### config.mk
export PLATFORM = sky130hd
export DESIGN_NAME = mlv_front
export DESIGN_NICKNAME = d
export VERILOG_FILES = /design/src/sv/mlv_pkg.sv /design/src/sv/mlv_front.sv
export SDC_FILE = /design/constraint.sdc
export NUM_CORES = 1
export LEC_CHECK = 0
export BUFFER_PORTS_ARGS = -buffer_cell sky130_fd_sc_hd__buf_2
export CAP_MARGIN = 20
export CORE_ASPECT_RATIO = 0.9
export CORE_UTILIZATION = 56
export CTS_CLUSTER_SIZE = 14
export DETAILED_ROUTE_END_ITERATION = 6
export PLACE_DENSITY = 0.86
export SLEW_MARGIN = 10
export SYNTH_ARGS = -nofsm -noshare
export SYNTH_HDL_FRONTEND = slang
export SYNTH_SLANG_ARGS = --single-unit
### constraint.sdc
create_clock -name clk -period 11.55 [get_ports clk]
set_clock_uncertainty 0.05 [all_clocks]
set_input_delay 0.5775 -clock clk [delete_from_list [all_inputs] [get_ports clk]]
set_output_delay 0.5775 -clock clk [all_outputs]
set_load 0.005 [all_outputs]
### src/sv/mlv_pkg.sv
// ----------------------------------------------------------------------------
// mlv_pkg
// Shared op codes, hash constant and inter-module types for the Maglev
// lookup table scheduler.
// ----------------------------------------------------------------------------
package mlv_pkg;

  localparam logic [1:0] OP_LOAD    = 2'd0;
  localparam logic [1:0] OP_REBUILD = 2'd1;
  localparam logic [1:0] OP_LOOKUP  = 2'd2;
  localparam logic [1:0] OP_NONE    = 2'd3;

  // multiplicative hash, product kept mod 2^32
  localparam logic [31:0] HASH_MULT = 32'h61C8_8647;

  // one queued word, front to back
  typedef struct packed {
    logic [1:0]  op;
    logic [5:0]  slot;
    logic [31:0] addr;
    logic [15:0] port;
    logic [15:0] weight;
    logic        overloaded;
  } mlv_item_t;

  // back to front status
  typedef struct packed {
    logic init_busy;   // post-reset table clear in progress
  } mlv_status_t;

endpackage

### src/sv/mlv_front.sv
// ----------------------------------------------------------------------------
// mlv_front
// Input side: accepts words, drops unused op codes, two-entry queue to back.
// ----------------------------------------------------------------------------
module mlv_front import mlv_pkg::*; (
  input  logic        clk,
  input  logic        rst_n,
  input  logic        in_valid,
  output logic        in_stall,
  input  logic [1:0]  in_op,
  input  logic [5:0]  in_slot,
  input  logic [31:0] in_addr,
  input  logic [15:0] in_port,
  input  logic [15:0] in_weight,
  input  logic        in_overloaded,
  input  mlv_status_t st,
  output logic        q_valid,
  output mlv_item_t   q_item,
  input  logic        q_pop
);

  mlv_item_t  fifo_r [2];
  logic       wp_r, wp_nxt;
  logic       rp_r, rp_nxt;
  logic [1:0] cnt_r, cnt_nxt;
  logic       push;

  assign in_stall = (cnt_r == 2'd2) || st.init_busy;
  assign push     = in_valid && !in_stall && (in_op != OP_NONE);
  assign q_valid  = (cnt_r != 2'd0);
  assign q_item   = fifo_r[rp_r];

  always_comb begin
    wp_nxt  = push ? ~wp_r : wp_r;
    rp_nxt  = q_pop ? ~rp_r : rp_r;
    cnt_nxt = cnt_r + 2'(push) - 2'(q_pop);
  end

  always_ff @(posedge clk) begin
    if (!rst_n) begin
      wp_r  <= 1'b0;
      rp_r  <= 1'b0;
      cnt_r <= 2'd0;
    end else begin
      wp_r  <= wp_nxt;
      rp_r  <= rp_nxt;
      cnt_r <= cnt_nxt;
    end
    if (push) begin
      fifo_r[wp_r] <= '{op: in_op, slot: in_slot, addr: in_addr, port: in_port,
                        weight: in_weight, overloaded: in_overloaded};
    end
  end

endmodule

==> flow_summary.toml <==
[hold_path]
hold_class = "input pin to flip-flop"

[timing]
finalHoldViolations = 0
setup-tns-final_ns = 0
drv_slew = 0
period_share_pct = 26.5
post-route-min-period_ns = 3.06
clock.fmax_ghz = 0.327
setup-violations-final = 0
worst_pin_slew_ns = 1.02
rsz0062_at_grt = "false"
finalWorstSetupSlack_ns = 8.49
slew_headroom_pct = 31.8

[floorplan]
ios = 153
rows = 35
die_height_um = 99.1
dieArea_um2 = 10900
coreArea_um2 = 10200
start_util_pct = 57.4
fp.dieW_um = 110

[clock_tree]
cts_buffers = 17
cts_buffer_depth = 2
post_cts_buffers = 0
ctsResizeCount = 0
ctsHoldBuffers = 0
cts.sinks = 151
clock-root-buffer = "clkbuf_16"
clock_latency_ns = 0.40
cts_tree = "yes"
path_clk_slew_ns = 0.07
htreeDepth = 4

[logic_synthesis]
syn_area_per_cell_um2 = 23.2
ys_seq_area_share_pct = 76.5
ys_types = 17
synth_nets = 333
postSynthCellCount = 253
ys_warn_count = 0
syn-cell-area_um2 = 5860
ys_ff_latch = 151

[pwr]
p_clk_share_pct = 41.5
p_sw_uw = 283
power.internal_uw = 1020
comb_power_share_pct = 9.7
ir_drop_mv = 0.0851
sw_frac_of_total_pct = 21.6
p_leak_uw = 0.00288
p_per_area_nw_per_um2 = 180
seqPwrFrac_pct = 48.9

[job]
drv_cap = 0

[critical_path]
crit_slowest_cell = "buf_4"
cp_cell_sequence = "buf_4 > mux2_2 > buf_2"
arrival_ns = 2.43
worst_setup_path_end_kind = "output pin"
cp_top_family = "buffers and inverters"
worstPathMaxFanout = 55
criticalPathCategory = "flip-flop to output pin"
slowest_delay_ns = 0.81
worstPathRequired_ns = 10.92
startpoint_type = "flip-flop"
critPathBufInv = 2

[route]
vias = 2837
wirelength_um = 9450
avgRoutedWirePerCell_um = 16.8
via_per_inst = 5.05
firstDrtPassIters = 4
drc = 0
drtIter0Drc = 147
ant_nets = 0

[finish]
syn_to_final_growth_pct = 24.0
nets = 499
fill_cells = 653
layout_commonest_cell = "buf_2"
layout_common_cells = "buf_2 (152), edfxtp_1 (146), mux2_4 (70)"
drive_above_1_share_pct = 60.9

[placement]
port_buffers = 152
hpwl_um = 5900
place_congestion = 0.678
place_ws_ns = 8.92

[grt]
grt_pass1_vias = 2872
grt-ovfl-total = 0
grt_max_degree = 74
antenna_found_initial = 1
grt.total_usage_pct = 18.1
grt_pass1_wl_um = 14000

[outcome]
status = "finished clean"
==> path summary, 6_finish.rpt <==
path / start / endpoint / slack, ns / cells after the start
setup / recovery: flip-flop / q_item[0] / 8.49 / 3
hold / removal: in_addr[24] / fifo_r[0][57] / 0.31 / 1
setup reg to reg: cnt_r[0] / fifo_r[1][19] / 9.26 / 4
hold reg to reg: wp_r / wp_r / 0.48 / 2
==> area by class of cell <==
class / instances / area, um2 / share of cell area, %
Tap cell: 129 / 161 / 2.22
Antenna cell: 1 / 2.50 / 0.0344
Timing Repair Buffer: 155 / 783 / 10.8
Sequential cell: 151 / 4490 / 61.8
Inverter: 2 / 7.51 / 0.103
Clock buffer: 17 / 425 / 5.86
Clock inverter: 15 / 165 / 2.27
Multi-Input combinational cell: 92 / 1230 / 17.0
==> registers in the layout, summed over array words and instances, names as in the netlist, named ones only <==
name and count:
fifo_r 146, wp_r 1, cnt_r 2, rp_r 1
==> per-stage QoR <==
step | hold WS, ns | util [%] | instance area [um2] | power, uW | std cells
2_1_floorplan | 0.401 | - | 5860 | 733 | 253
3_3_place_gp | 0.440 | 65.4 | 6670 | 773 | 529
3_5_place_dp | 0.471 | 65.4 | 6670 | 777 | 529
4_1_cts | 0.289 | 71.2 | 7260 | 1320 | 561
5_1_grt | 0.279 | 71.2 | 7270 | 1350 | 562
6_report | 0.309 | 71.2 | 7270 | 1310 | 562
==> cells in the mapped netlist, drive strengths merged <==
master  instances  area, um2
edfxtp        146       4380
dfxtp           5        100
nor2            2       7.51
nand4b          1       8.76
mux2           73       1080
and2            4       25.0
xor2            1       8.76
nand2           3       11.3
buf             8        151
or2             1       6.26
xnor2           2       17.5
mux2i           1       10.0
ha              2       25.0
inv             2       7.51
nand2b          2       12.5
==> power groups by stage <==
stage	sequential, uW	clock, uW	combinational [uW]
after floorplan	646	0	87.0
after global placement	648	0	124
after detailed placement	650	0	127
after CTS	639	552	128
after global routing	640	574	137
final	638	542	126
==> per-layer routing <==
layer | part of all wire [%] | GRT usage (%)
met1 | 41 | 21.6
met2 | 50 | 28.8
met3 | 7.5 | 7.41
met4 | 1.2 | 7.90
met5 | 0 | 0
==> cell families (layout without fill, tap and decap cells) <==
group | count (synthesis) | after routing | share of synthesized area (%)
DFF | 151 | 151 | 76.5
muxes | 74 | 74 | 18.7
and+or+nand+nor | 13 | 13 | 1.22
buffers and inverters | 10 | 189 | 2.71
xor gates and xnor gates | 3 | 3 | 0.448
adders and majority gates | 2 | 2 | 0.427
other | 0 | 1 | 0
==> worst reg2reg max path: cells and delay by family, from the launching register on <==
kind	cells	cell delay (ns)
flops	1	0.34
buf+inv	1	0.76
simple gates	3	0.68
Note: power is estimated with default switching activity, not from simulation.
